`config.mk`:
```
export PLATFORM = sky130hd
export DESIGN_NAME = sliding_median_and_lowpass_core_flat
export DESIGN_NICKNAME = d
export VERILOG_FILES = /design/src/smlp_pkg.sv /design/src/smlp_sample_if.sv /design/src/smlp_result_if.sv /design/src/smlp_cfg_if.sv /design/src/smlp_ram.sv /design/src/sliding_median_and_lowpass_core.sv /design/src/flat_wrapper.sv
export VERILOG_INCLUDE_DIRS = /design/src /design/src/src
export SDC_FILE = /design/constraint.sdc
export NUM_CORES = 2
export LEC_CHECK = 0
export ABC_AREA = 1
export BUFFER_PORTS_ARGS = -buffer_cell sky130_fd_sc_hd__buf_4
export CAP_MARGIN = 0
export CORE_ASPECT_RATIO = 1.5
export CORE_MARGIN = 2
export CORE_UTILIZATION = 30
export CTS_BUF_LIST = sky130_fd_sc_hd__clkbuf_2
export DETAILED_ROUTE_END_ITERATION = 6
export GPL_TIMING_DRIVEN = 0
export PLACE_DENSITY = 0.43
export SYNTH_ARGS = -nofsm -noshare
export SYNTH_HDL_FRONTEND = slang
export SYNTH_HIERARCHICAL = 1
export SYNTH_SLANG_ARGS = --single-unit
```
`constraint.sdc`:
```
create_clock -name i_clk -period 9.3 [get_ports i_clk]
set_clock_uncertainty 0.05 [all_clocks]
set_input_delay 1.86 -clock i_clk [delete_from_list [all_inputs] [get_ports i_clk]]
set_output_delay 1.86 -clock i_clk [all_outputs]
set_load 0.01 [all_outputs]
```
`src/sliding_median_and_lowpass_core_assert.svh`:
```
// assertion macros for the sliding median and low-pass core
// no dependencies; included by files that carry concurrent assertions
`ifndef SLIDING_MEDIAN_AND_LOWPASS_CORE_ASSERT_SVH
`define SLIDING_MEDIAN_AND_LOWPASS_CORE_ASSERT_SVH

// same-cycle implication, disabled while reset is asserted
`define SMLP_ASSERT_NOW(label, clk, rst_n, ante, cons, msg) \
    label: assert property (@(posedge clk) disable iff (!(rst_n)) (ante) |-> (cons)) \
        else $error(msg);

// next-cycle implication, disabled while reset is asserted
`define SMLP_ASSERT_NEXT(label, clk, rst_n, ante, cons, msg) \
    label: assert property (@(posedge clk) disable iff (!(rst_n)) (ante) |=> (cons)) \
        else $error(msg);

`endif

```
`src/smlp_pkg.sv`:
```
// shared types and constants for the sliding median and low-pass core
// no dependencies
package smlp_pkg;

    localparam int SAMPLE_W = 16;
    localparam int GAIN_W   = 16;
    localparam int ACC_W    = 32;
    localparam int FRAC_W   = 16;

    localparam logic [GAIN_W-1:0] GAIN_RESET = 16'd6554;

    // sequencer states
    typedef enum logic [1:0] {
        S_IDLE,
        S_OLD,
        S_SCAN,
        S_DONE
    } t_state;

endpackage

```
`src/smlp_sample_if.sv`:
```
// input sample channel: valid, ready and one signed sample
// depends on smlp_pkg
interface smlp_sample_if import smlp_pkg::*; ();
    logic                       valid;
    logic                       ready;
    logic signed [SAMPLE_W-1:0] sample;

    modport source (output valid, output sample, input ready);
    modport sink   (input valid, input sample, output ready);
endinterface

```
`src/smlp_result_if.sv`:
```
// result channel: median, median flag and low-pass value
// depends on smlp_pkg
interface smlp_result_if import smlp_pkg::*; ();
    logic                       valid;
    logic                       ready;
    logic signed [SAMPLE_W-1:0] median_value;
    logic                       median_valid;
    logic signed [SAMPLE_W-1:0] smoothed_value;

    modport source (output valid, output median_value, output median_valid,
                    output smoothed_value, input ready);
    modport sink   (input valid, input median_value, input median_valid,
                    input smoothed_value, output ready);
endinterface

```
`src/smlp_cfg_if.sv`:
```
// configuration write channel carrying the low-pass gain
// depends on smlp_pkg
interface smlp_cfg_if import smlp_pkg::*; ();
    logic              valid;
    logic              ready;
    logic [GAIN_W-1:0] smoothing_gain;

    modport source (output valid, output smoothing_gain, input ready);
    modport sink   (input valid, input smoothing_gain, output ready);
endinterface

```
`src/smlp_ram.sv`:
```
// generic simple dual-port ram, one write and one registered read port
// no dependencies
module smlp_ram #(
    parameter int WIDTH = 16,
    parameter int DEPTH = 15
) (
    input  logic                     i_clk,
    input  logic                     i_wr_en,
    input  logic [$clog2(DEPTH)-1:0] i_wr_addr,
    input  logic [WIDTH-1:0]         i_wr_data,
    input  logic [$clog2(DEPTH)-1:0] i_rd_addr,
    output logic [WIDTH-1:0]         o_rd_data
);

    logic [WIDTH-1:0] r_mem [DEPTH];
    logic [WIDTH-1:0] r_rd_data;

    // write port and registered read
    always_ff @(posedge i_clk) begin
        if (i_wr_en) begin
            r_mem[i_wr_addr] <= i_wr_data;
        end
        r_rd_data <= r_mem[i_rd_addr];
    end

    assign o_rd_data = r_rd_data;

endmodule

```
`src/sliding_median_and_lowpass_core.sv`:
```
// an accepted sample passes through S_OLD, S_SCAN and S_DONE before its result is registered
// a new sample is taken only in S_IDLE, after the rank scan
// that reads every window entry once through the single ram read port
// the result register lets the next sample in while a result waits
// reset: synchronous active low; window empty, accumulator zero, gain 6554
// depends on smlp_pkg, the three channel interfaces, smlp_ram and the assertion header
module sliding_median_and_lowpass_core import smlp_pkg::*; #(
    parameter int WINDOW = 15
) (
    input  logic  i_clk,
    input  logic  i_rst_n,
    smlp_sample_if.sink   i_sample,
    smlp_cfg_if.sink      i_cfg,
    smlp_result_if.source o_result
);

    `include "sliding_median_and_lowpass_core_assert.svh"

    localparam int IDX_W  = $clog2(WINDOW);
    localparam int CNT_W  = $clog2(WINDOW + 1);
    localparam int PROD_W = GAIN_W + 1 + ACC_W + 2;
    localparam logic [IDX_W-1:0] HALF     = IDX_W'(WINDOW / 2);
    localparam logic [IDX_W-1:0] LAST_IDX = IDX_W'(WINDOW - 1);
    localparam logic [CNT_W-1:0] FULL     = CNT_W'(WINDOW);

    // control state
    t_state             r_state, n_state;
    logic [IDX_W-1:0]   r_slot, n_slot;
    logic [CNT_W-1:0]   r_fill, n_fill;
    logic [CNT_W-1:0]   r_cnt, n_cnt;
    logic               r_pend, n_pend;
    logic signed [ACC_W-1:0] r_acc, n_acc;
    logic [GAIN_W-1:0]  r_gain, n_gain;
    logic               r_out_valid, n_out_valid;

    // datapath registers
    logic [IDX_W-1:0]   r_idx, n_idx;
    logic signed [SAMPLE_W-1:0] r_x, n_x;
    logic signed [SAMPLE_W-1:0] r_old, n_old;
    logic signed [PROD_W-1:0]   r_prod, n_prod;
    logic [IDX_W-1:0]   r_rs, n_rs;
    logic signed [SAMPLE_W-1:0] r_med, n_med;
    logic               r_med_hit, n_med_hit;
    logic [IDX_W-1:0]   r_rank [WINDOW];
    logic signed [SAMPLE_W-1:0] r_out_med, n_out_med;
    logic               r_out_mvalid, n_out_mvalid;
    logic signed [SAMPLE_W-1:0] r_out_smooth, n_out_smooth;

    // sequencer outputs
    logic               in_accept;
    logic               ram_we;
    logic [IDX_W-1:0]   ram_rd_addr;
    logic [SAMPLE_W-1:0] ram_rd_data;
    logic               scan_step;
    logic               out_load;

    // rank unit signals
    logic signed [SAMPLE_W-1:0] v;
    logic               present, lt_old, lt_new;
    logic [IDX_W-1:0]   rank_upd;

    // low-pass signals
    logic signed [ACC_W+1:0]    d;
    logic signed [PROD_W-1:0]   p_round;
    logic signed [PROD_W-FRAC_W-1:0] inc;
    logic signed [PROD_W-FRAC_W:0]   acc_sum;
    logic signed [ACC_W:0]      y_round;
    logic signed [ACC_W-FRAC_W:0] y_full;
    logic signed [SAMPLE_W-1:0] y_sat;

    assign in_accept      = i_sample.valid && i_sample.ready;
    assign i_sample.ready = (r_state == S_IDLE);
    assign i_cfg.ready    = 1'b1;

    smlp_ram #(
        .WIDTH (SAMPLE_W),
        .DEPTH (WINDOW)
    ) u_window (
        .i_clk     (i_clk),
        .i_wr_en   (ram_we),
        .i_wr_addr (r_slot),
        .i_wr_data (r_x),
        .i_rd_addr (ram_rd_addr),
        .o_rd_data (ram_rd_data)
    );

    // next state
    always_comb begin
        n_state = r_state;
        unique case (r_state)
            S_IDLE: begin
                if (in_accept) begin
                    n_state = S_OLD;
                end
            end
            S_OLD:  n_state = S_SCAN;
            S_SCAN: begin
                if (r_cnt == FULL) begin
                    n_state = S_DONE;
                end
            end
            S_DONE: begin
                if (!r_out_valid || o_result.ready) begin
                    n_state = S_IDLE;
                end
            end
            default: n_state = S_IDLE;
        endcase
    end

    // sequencer outputs
    always_comb begin
        ram_we      = 1'b0;
        ram_rd_addr = r_slot;
        scan_step   = 1'b0;
        out_load    = 1'b0;
        unique case (r_state)
            S_IDLE: ram_rd_addr = r_slot;
            S_OLD:  ram_we      = 1'b1;
            S_SCAN: begin
                ram_rd_addr = (r_cnt == FULL) ? '0 : r_cnt[IDX_W-1:0];
                scan_step   = 1'b1;
            end
            S_DONE: out_load = !r_out_valid || o_result.ready;
            default: ram_we = 1'b0;
        endcase
    end

    // rank unit: compare one stored entry against the outgoing and incoming keys,
    // keys ordered by value then by slot so that ties are broken consistently
    always_comb begin
        v       = $signed(ram_rd_data);
        present = ({1'b0, r_idx} < {1'b0, r_fill}) && (r_idx != r_slot);
        lt_old  = (r_old < v) || ((r_old == v) && (r_slot < r_idx));
        lt_new  = (r_x < v) || ((r_x == v) && (r_slot < r_idx));
        rank_upd = r_rank[r_idx]
                 - IDX_W'((r_fill == FULL) && lt_old)
                 + IDX_W'(lt_new);
    end

    // low-pass arithmetic
    always_comb begin
        d       = {{2{r_x[SAMPLE_W-1]}}, r_x, {FRAC_W{1'b0}}}
                - {{2{r_acc[ACC_W-1]}}, r_acc};
        p_round = r_prod + PROD_W'(32768);
        inc     = p_round[PROD_W-1:FRAC_W];
        acc_sum = {{(PROD_W-FRAC_W-ACC_W+1){r_acc[ACC_W-1]}}, r_acc}
                + {inc[PROD_W-FRAC_W-1], inc};
        y_round = {r_acc[ACC_W-1], r_acc} + (ACC_W+1)'(32768);
        y_full  = y_round[ACC_W:FRAC_W];
        if (y_full > (ACC_W-FRAC_W+1)'(32767)) begin
            y_sat = 16'sh7fff;
        end else if (y_full < -(ACC_W-FRAC_W+1)'(32768)) begin
            y_sat = -16'sh8000;
        end else begin
            y_sat = y_full[SAMPLE_W-1:0];
        end
    end

    // next values
    always_comb begin
        n_slot       = r_slot;
        n_fill       = r_fill;
        n_cnt        = r_cnt;
        n_pend       = r_pend;
        n_acc        = r_acc;
        n_gain       = r_gain;
        n_out_valid  = r_out_valid;
        n_idx        = r_idx;
        n_x          = r_x;
        n_old        = r_old;
        n_prod       = r_prod;
        n_rs         = r_rs;
        n_med        = r_med;
        n_med_hit    = r_med_hit;
        n_out_med    = r_out_med;
        n_out_mvalid = r_out_mvalid;
        n_out_smooth = r_out_smooth;

        if (i_cfg.valid) begin
            n_gain = i_cfg.smoothing_gain;
        end
        if (o_result.valid && o_result.ready) begin
            n_out_valid = 1'b0;
        end
        if (in_accept) begin
            n_x = i_sample.sample;
        end

        // prefetched old entry, product, scan setup
        if (r_state == S_OLD) begin
            n_old     = $signed(ram_rd_data);
            n_prod    = $signed({1'b0, r_gain}) * d;
            n_cnt     = '0;
            n_pend    = 1'b0;
            n_rs      = '0;
            n_med_hit = 1'b0;
        end

        if (scan_step) begin
            // accumulator update once the product is ready
            if (r_cnt == '0) begin
                if (acc_sum > (PROD_W-FRAC_W+1)'(64'sd2147483647)) begin
                    n_acc = 32'sh7fffffff;
                end else if (acc_sum < -(PROD_W-FRAC_W+1)'(64'sd2147483648)) begin
                    n_acc = -32'sh80000000;
                end else begin
                    n_acc = acc_sum[ACC_W-1:0];
                end
            end
            // issue the next read address
            if (r_cnt != FULL) begin
                n_idx  = r_cnt[IDX_W-1:0];
                n_pend = 1'b1;
                n_cnt  = r_cnt + CNT_W'(1);
            end else begin
                n_pend = 1'b0;
            end
            // process the entry read last cycle
            if (r_pend && present) begin
                n_rs = r_rs + IDX_W'(!lt_new);
                if (rank_upd == HALF) begin
                    n_med     = v;
                    n_med_hit = 1'b1;
                end
            end
        end

        // result register and window bookkeeping
        if (out_load) begin
            n_fill       = (r_fill == FULL) ? FULL : r_fill + CNT_W'(1);
            n_slot       = (r_slot == LAST_IDX) ? '0 : r_slot + IDX_W'(1);
            n_out_valid  = 1'b1;
            n_out_mvalid = (n_fill == FULL);
            n_out_smooth = y_sat;
            if (n_fill != FULL) begin
                n_out_med = '0;
            end else if (r_rs == HALF) begin
                n_out_med = r_x;
            end else begin
                n_out_med = r_med;
            end
        end
    end

    // control registers
    always_ff @(posedge i_clk) begin
        if (!i_rst_n) begin
            r_state     <= S_IDLE;
            r_slot      <= '0;
            r_fill      <= '0;
            r_cnt       <= '0;
            r_pend      <= 1'b0;
            r_acc       <= '0;
            r_gain      <= GAIN_RESET;
            r_out_valid <= 1'b0;
        end else begin
            r_state     <= n_state;
            r_slot      <= n_slot;
            r_fill      <= n_fill;
            r_cnt       <= n_cnt;
            r_pend      <= n_pend;
            r_acc       <= n_acc;
            r_gain      <= n_gain;
            r_out_valid <= n_out_valid;
        end
    end

    // datapath registers
    always_ff @(posedge i_clk) begin
        r_idx        <= n_idx;
        r_x          <= n_x;
        r_old        <= n_old;
        r_prod       <= n_prod;
        r_rs         <= n_rs;
        r_med        <= n_med;
        r_med_hit    <= n_med_hit;
        r_out_med    <= n_out_med;
        r_out_mvalid <= n_out_mvalid;
        r_out_smooth <= n_out_smooth;
        if (scan_step && r_pend && present) begin
            r_rank[r_idx] <= rank_upd;
        end
        if (out_load) begin
            r_rank[r_slot] <= r_rs;
        end
    end

    assign o_result.valid          = r_out_valid;
    assign o_result.median_value   = r_out_med;
    assign o_result.median_valid   = r_out_mvalid;
    assign o_result.smoothed_value = r_out_smooth;

    // busy from the transaction on until the result is loaded
    `SMLP_ASSERT_NEXT(a_busy_after_accept, i_clk, i_rst_n, in_accept, !i_sample.ready,
        "input still ready right after a sample transaction")
    // a full window always holds exactly one entry at the median rank
    `SMLP_ASSERT_NOW(a_median_found, i_clk, i_rst_n,
        (r_state == S_DONE) && (r_fill == FULL), r_med_hit || (r_rs == HALF),
        "no entry found at the median rank")
    // a flagged median needs a full window
    `SMLP_ASSERT_NOW(a_valid_needs_full, i_clk, i_rst_n,
        o_result.valid && o_result.median_valid, r_fill == FULL,
        "median flagged while window not full")
    // slot pointer and fill count stay in range
    `SMLP_ASSERT_NOW(a_ptr_range, i_clk, i_rst_n, 1'b1,
        ({1'b0, r_slot} < {1'b0, LAST_IDX} + (IDX_W+1)'(1)) && (r_fill <= FULL),
        "window pointer or fill count out of range")

endmodule

```
`src/flat_wrapper.sv`:
```
// flat-port wrapper written by rule: the top's interface ports become plain ports
module sliding_median_and_lowpass_core_flat import smlp_pkg::*;
#(
    parameter int WINDOW = 15
)
  (i_clk, i_rst_n, i_sample_valid, i_sample_sample, i_sample_ready, i_cfg_valid, i_cfg_smoothing_gain, i_cfg_ready, o_result_valid, o_result_median_value, o_result_median_valid, o_result_smoothed_value, o_result_ready);
  smlp_sample_if i_sample_i ();
  smlp_cfg_if i_cfg_i ();
  smlp_result_if o_result_i ();
  input  logic i_clk;
  input  logic i_rst_n;
  input wire logic [$bits(i_sample_i.valid)-1:0] i_sample_valid;
  input wire logic [$bits(i_sample_i.sample)-1:0] i_sample_sample;
  output wire logic [$bits(i_sample_i.ready)-1:0] i_sample_ready;
  input wire logic [$bits(i_cfg_i.valid)-1:0] i_cfg_valid;
  input wire logic [$bits(i_cfg_i.smoothing_gain)-1:0] i_cfg_smoothing_gain;
  output wire logic [$bits(i_cfg_i.ready)-1:0] i_cfg_ready;
  output wire logic [$bits(o_result_i.valid)-1:0] o_result_valid;
  output wire logic [$bits(o_result_i.median_value)-1:0] o_result_median_value;
  output wire logic [$bits(o_result_i.median_valid)-1:0] o_result_median_valid;
  output wire logic [$bits(o_result_i.smoothed_value)-1:0] o_result_smoothed_value;
  input wire logic [$bits(o_result_i.ready)-1:0] o_result_ready;
  assign i_sample_i.valid = i_sample_valid;
  assign i_sample_i.sample = i_sample_sample;
  assign i_sample_ready = i_sample_i.ready;
  assign i_cfg_i.valid = i_cfg_valid;
  assign i_cfg_i.smoothing_gain = i_cfg_smoothing_gain;
  assign i_cfg_ready = i_cfg_i.ready;
  assign o_result_valid = o_result_i.valid;
  assign o_result_median_value = o_result_i.median_value;
  assign o_result_median_valid = o_result_i.median_valid;
  assign o_result_smoothed_value = o_result_i.smoothed_value;
  assign o_result_i.ready = o_result_ready;
  sliding_median_and_lowpass_core #(.WINDOW(WINDOW)) u_core (.i_clk(i_clk), .i_rst_n(i_rst_n), .i_sample(i_sample_i), .i_cfg(i_cfg_i), .o_result(o_result_i));
endmodule
```
==> After elaboration in Yosys (flattened, before gate mapping) <==
Memory sizes are Yosys's and may differ from the RTL's. A register that Yosys moved wholly into a read port is not among the register bits.
Index checks and enable logic that the tools add are counted.
{ "totals": {"mem_count": 2, "inputBits": 37, "register_bits": 204, "ramBits": 300} }
{ "memory_table": {"columns": ["memory", "depth", "width", "rd", "rd_clocked_by_memory_dff", "write_ports", "line", "text"], "rows": [
  ["u_core.u_window.r_mem", 15, 16, 1, 1, 1, "smlp_ram.sv:15", "logic [WIDTH-1:0] r_mem [DEPTH];"],
  ["u_core.r_rank", 15, 4, 1, 1, 1, "sliding_median_and_lowpass_core.sv:44", "logic [IDX_W-1:0] r_rank [WINDOW];"]
]} }
{ "classes": {"mux": 36, "n_eq_ne": 17, "n_reduce_logical": 23, "n_addsub": 10, "mul": 1, "magnitude_cmp": 8} }
{ "ops": {"columns": ["cell", "n"], "rows": [
  ["2-to-1 mux 32 bit", 2],
  ["2-to-1 mux 4 bit", 13],
  ["adder 51 x 17 -> 51 bit (second input constant)", 1],
  ["multiplier 17 x 33 -> 50 bit", 1],
  ["adder 32 x 35 -> 36 bit", 1],
  ["greater-than comparator 36 x 32 -> 1 bit (second input constant)", 1],
  ["less-than comparator 36 x 32 -> 1 bit (second input constant)", 1],
  ["adder 32 x 17 -> 33 bit (second input constant)", 1],
  ["subtractor 32 x 32 -> 33 bit", 1],
  ["equality test 16 bit", 2],
  ["less-than comparator 16 bit", 2],
  ["2-to-1 mux 16 bit", 2],
  ["greater-than comparator 17 x 16 -> 1 bit (second input constant)", 1],
  ["less-than comparator 17 x 16 -> 1 bit (second input constant)", 1],
  ["equality test 4 bit (second input constant)", 4],
  ["2-to-1 mux 1 bit", 15],
  ["adder 4 x 1 -> 4 bit (second input constant)", 3],
  ["logical AND 1 bit", 9],
  ["adder 4 x 1 -> 4 bit", 2],
  ["equality test 4 x 3 -> 1 bit (second input constant)", 2],
  ["less-than comparator 4 bit", 2],
  ["!= test 4 bit (second input constant)", 2],
  ["one-hot mux 2 bit (4 select lines)", 1],
  ["2-to-1 mux 2 bit", 3],
  ["other kinds (14)", 22]
]} }

==> Longest topological paths before layout <==
{ "logic_depth": {"word_depth": 8, "depth_mapped": 39, "depth_no_buf": 38} }

==> Cells and area by module <==
Netlist, hierarchy kept.
{ "by_module_without_submodules": {"columns": ["mod", "n_inst", "cells_per_inst", "area_each_um2", "seq_area_each_um2"], "rows": [
  ["sliding_median_and_lowpass_core", 1, 4081, 33398.3, 6846.6],
  ["smlp_ram", 1, 959, 10448.8, 7527.2]
]} }

==> Worst setup path after synthesis <==
Ideal clock, no wire load.
{ "synth_path": {"path_kind": "reg2reg", "startpoint": "register u_core.r_x[1]", "endpoint": "register u_core.r_prod[48], data pin", "slack_ps": 1960, "arrival_time_ps": 7025, "path_stages_with_launch": 33, "n_path_buf": 2, "path_cell_list": "edfxtp_1 > ha_1 > a21oi_1 > o21ai_0 > a21oi_1 > inv_1 > nand2_1 > nand3_1 > nand2_1 > nand2_1 > buf_2 > nor2_1 > inv_1 > fa_1 > inv_1 > fa_1 > buf_1 > inv_1 > fa_1 > fa_1 > inv_1 > fa_1 > inv_1 > fa_1 > inv_1 > ha_1 > nand2_1 > nor2_1 > a21oi_1 > o21ai_0 > a31oi_1 > o211ai_1 > xor2_1"} }
{ "synth_via": {"elab_chain_len": 2} }
{ "synth_lines": {"columns": ["element", "line", "text"], "rows": [
  ["from (decl)", "sliding_median_and_lowpass_core.sv:38", "logic signed [SAMPLE_W-1:0] r_x, n_x;"],
  ["from (signal assigned)", "sliding_median_and_lowpass_core.sv:272", "r_x <= n_x;"],
  ["subtractor 32 x 32 -> 33 bit", "sliding_median_and_lowpass_core.sv:144", "- {{2{r_acc[ACC_W-1]}}, r_acc};"],
  ["multiplier 17 x 33 -> 50 bit", "sliding_median_and_lowpass_core.sv:193", "n_prod = $signed({1'b0, r_gain}) * d;"],
  ["to (signal assigned)", "sliding_median_and_lowpass_core.sv:274", "r_prod <= n_prod;"],
  ["to (decl)", "sliding_median_and_lowpass_core.sv:40", "logic signed [PROD_W-1:0] r_prod, n_prod;"]
]} }
Every way passes these cells.
A chain may end at the register's enable or synchronous reset.

==> Final worst setup path <==
{ "layout_path": {"startpoint": "register u_core.r_acc[1]", "endpoint": "register u_core.r_prod[45], data pin"} }
{ "layout_via": {"elab_chain_len": 2} }
{ "layout_lines": {"columns": ["element", "line", "text"], "rows": [
  ["from (decl)", "sliding_median_and_lowpass_core.sv:32", "logic signed [ACC_W-1:0] r_acc, n_acc;"],
  ["from (signal assigned)", "sliding_median_and_lowpass_core.sv:263", "r_acc <= n_acc;"],
  ["subtractor 32 x 32 -> 33 bit", "sliding_median_and_lowpass_core.sv:144", null],
  ["multiplier 17 x 33 -> 50 bit", "sliding_median_and_lowpass_core.sv:193", null]
]} }
Every way passes these cells.

==> flow_summary.json <==
{
  "outcome": "finished, final reports clean",
  "crit_fanout": 10,
  "ios": 73,
  "fin_crit_ns": 8.984,
  "filler_cell_count": 15347,
  "wire_per_inst_um": 21.44,
  "yosysTopAreaCellShare": 0.2876,
  "final_layout_size_suffix_gt1_frac": 0.09303,
  "ys_seq_elements": 508,
  "drtAntennaViolNets": 0,
  "synth_top_family_by_area": "adder cells",
  "hpwl_mm": 125.4,
  "path_clk_slew_ns": 0.11,
  "drt_pass1_iterations": 5,
  "synthSimpleGateAreaFrac": 0.1868,
  "synth_compound_area_frac": 0.06264,
  "floorplan.initialDensity": 0.3027,
  "setup_viol": 0,
  "port_buffers": 71,
  "hold_viol": 0,
  "gp_congestion": 0.9108,
  "arrival_ns": 10.03,
  "drt_first_iter_violations": 1657,
  "dp_cells": 7032,
  "synth_ff_type": "edfxtp_1",
  "period_share": 0.9661,
  "drc": 0,
  "ys_async_sr_fraction": 0,
  "final-instance-count-excl-fill": 7316,
  "grt_usage": 0.2131,
  "syn_inst": 5040,
  "synthXorXnorAreaFrac": 0.02574,
  "grt_pass1_vias": 36935,
  "syn_nets": 5798,
  "nNetsFinal": 6059,
  "synth_area_um2": 43850,
  "ff_latch_area_um2": 14380,
  "ys_warn_count": 6,
  "worstMarginPinSlew_ns": 1.324,
  "synth_commonest_cells": "nand2_1, inv_1, fa_1",
  "cts_root_buffer": "clkbuf_2",
  "wirelength_mm": 156.8,
  "cts_tree": "done",
  "max-slew-margin-rel": 0.1137,
  "post-route-util": 0.3381,
  "multi_input_comb_area_um2": 24960,
  "yosys.area.top_type": "edfxtp_1",
  "clock_latency_ns": 1.50,
  "holdCritPathClass": "flip-flop to flip-flop",
  "num_rows": 171,
  "antenna_found_initial": 5,
  "synth_edf_count": 420,
  "synth.area.top_cells": "edfxtp_1, fa_1, nand2_1",
  "synth_seq_area_share": 0.3278,
  "die_x_um": 316.2,
  "cp.required_ns": 10.35,
  "core_area_um2": 144800,
  "critPathKind": "flip-flop to flip-flop",
  "overflow": 0,
  "cp_common_cell": "inv_1",
  "grt_first_pass_wirelength_mm": 231.0,
  "max_stage_delay_ns": 0.53,
  "yosysMostFrequentCell": "nand2_1",
  "cp-end-kind": "flip-flop",
  "vias_per_cell": 4.695,
  "synthAdderAreaFrac": 0.2908,
  "finalMaxSlewViolations": 0,
  "h-tree-depth": 4,
  "grt_max_degree": 60,
  "die-area_um2": 149300,
  "post_dp_cell_area_um2": 47080,
  "clk_path_buf_depth": 3,
  "cp_slowest_cell": "fa_1",
  "final_cell_area_um2": 48970,
  "cap_violations": 0,
  "die_y_um": 472.2,
  "cts_num_sinks": 508,
  "start_kind": "flip-flop",
  "rsz0062_at_grt": "no",
  "syn_area_per_cell_um2": 8.700,
  "fmax_ghz": 0.1113,
  "area_growth_pct": 11.68,
  "cts_made_buffers": 132,
  "synth.area.mux_share": 0.0002283,
  "vias": 34348,
  "post_synth_num_cell_types": 56,
  "tns_ns": 0
}
-- final timing paths --
kind	startpoint	endpoint	slack, ns	cells after the start
min reg2reg	u_core/u_window/o_rd_data[1]	u_core/r_old[1]	0.38	0
max reg2reg	u_core/r_acc[1]	u_core/r_prod[45]	0.32	33
max	u_core/r_acc[1]	u_core/r_prod[45]	0.32	33
min	u_core/u_window/o_rd_data[1]	u_core/r_old[1]	0.38	0
-- logic make-up after synthesis --
| kind of cell | Yosys count |
|---|---|
| AO/OA/AOI/OAI | 496 |
| XOR/XNOR | 128 |
| adder cells (fa/ha/maj) | 721 |
| buffers and inverters | 1184 |
| flip-flops | 508 |
| multiplexers | 1 |
| other | 1 |
| AND/OR/NAND/NOR | 2001 |
-- placed cells by master, fill, tap and decap left out, types with 17 or more instances in the layout --
cell type	count
buf_12	17
inv_1	1006
buf_2	34
a21oi_1	217
nand4_1	21
nor3_1	30
o21ai_0	166
nor2_1	412
xor2_1	82
clkbuf_2	189
xnor2_1	43
nor2_2	22
fa_1	496
dfxtp_1	87
or2_2	28
ha_1	222
edfxtp_1	420
clkinv_1	36
nand2_1	1176
buf_4	111
nand3_1	271
clkbuf_1	92
-- layout make-up --
cell class | count | share of cell area
Multi-Input combinational cell | 3348 | 0.5098
Clock buffer | 185 | 0.01891
Clock inverter | 55 | 0.007435
Buffer | 156 | 0.01607
Inverter | 1025 | 0.07862
Tap cell | 1903 | 0.04862
Timing Repair Buffer | 130 | 0.02670
Sequential cell | 508 | 0.2936
Antenna cell | 6 | 0.0003066
-- stage by stage --
stage               hold WS (ns)  setup slack (ns)
floorplan                 0.3756             1.960
global placement          0.3942           -0.4532
detailed placement        0.3930           -0.4102
CTS                       0.3474          0.009161
global route              0.3883          0.007700
finish                    0.3766            0.3156
-- registers in the layout, indices dropped and copies added, names as in the netlist, named ones only --
name                            cells
u_core/r_med                       16
u_core/r_fill                       4
u_core/r_old                       16
u_core/r_slot                       4
u_core/r_rank                      60
u_core/r_cnt                        4
u_core/r_x                         16
u_core/o_result.valid               1
u_core/r_acc                       32
u_core/o_result.median_valid        1
u_core/r_rs                         4
u_core/u_window/r_mem             240
u_core/r_state                      2
u_core/o_result.median_value       16
u_core/u_window/o_rd_data          16
u_core/r_gain                      16
u_core/r_pend                       1
u_core/r_idx                        4
u_core/r_prod                      35
u_core/o_result.smoothed_value     16
-- worst max-delay path, delay by kind of cell, from the launching register on --
family	cells	cell delay (ns)
compound gates	5	1.32
xor+xnor	1	0.19
fa+ha+maj	8	3.75
buf+inv	9	1.07
flops	1	0.37
simple gates	10	1.93
-- repair_timing --
item,CTS,global route
endpoints found under the setup margin,19,22
gates resized for setup,12,14
pin swaps,0,1
hold buffers,0,0
setup buffers,24,17
-- metal layers --
metal	GRT usage	vias to the layer above	routed length, um
met1	0.2171	16951	56480
li1	-	16293	-
met3	0.02637	318	5040
met5	0	-	52
met2	0.4178	778	86870
met4	0.1065	8	8377
Power is not shown: default switching activity piles up to over one toggle a cycle in this logic, so the estimate is an artifact.
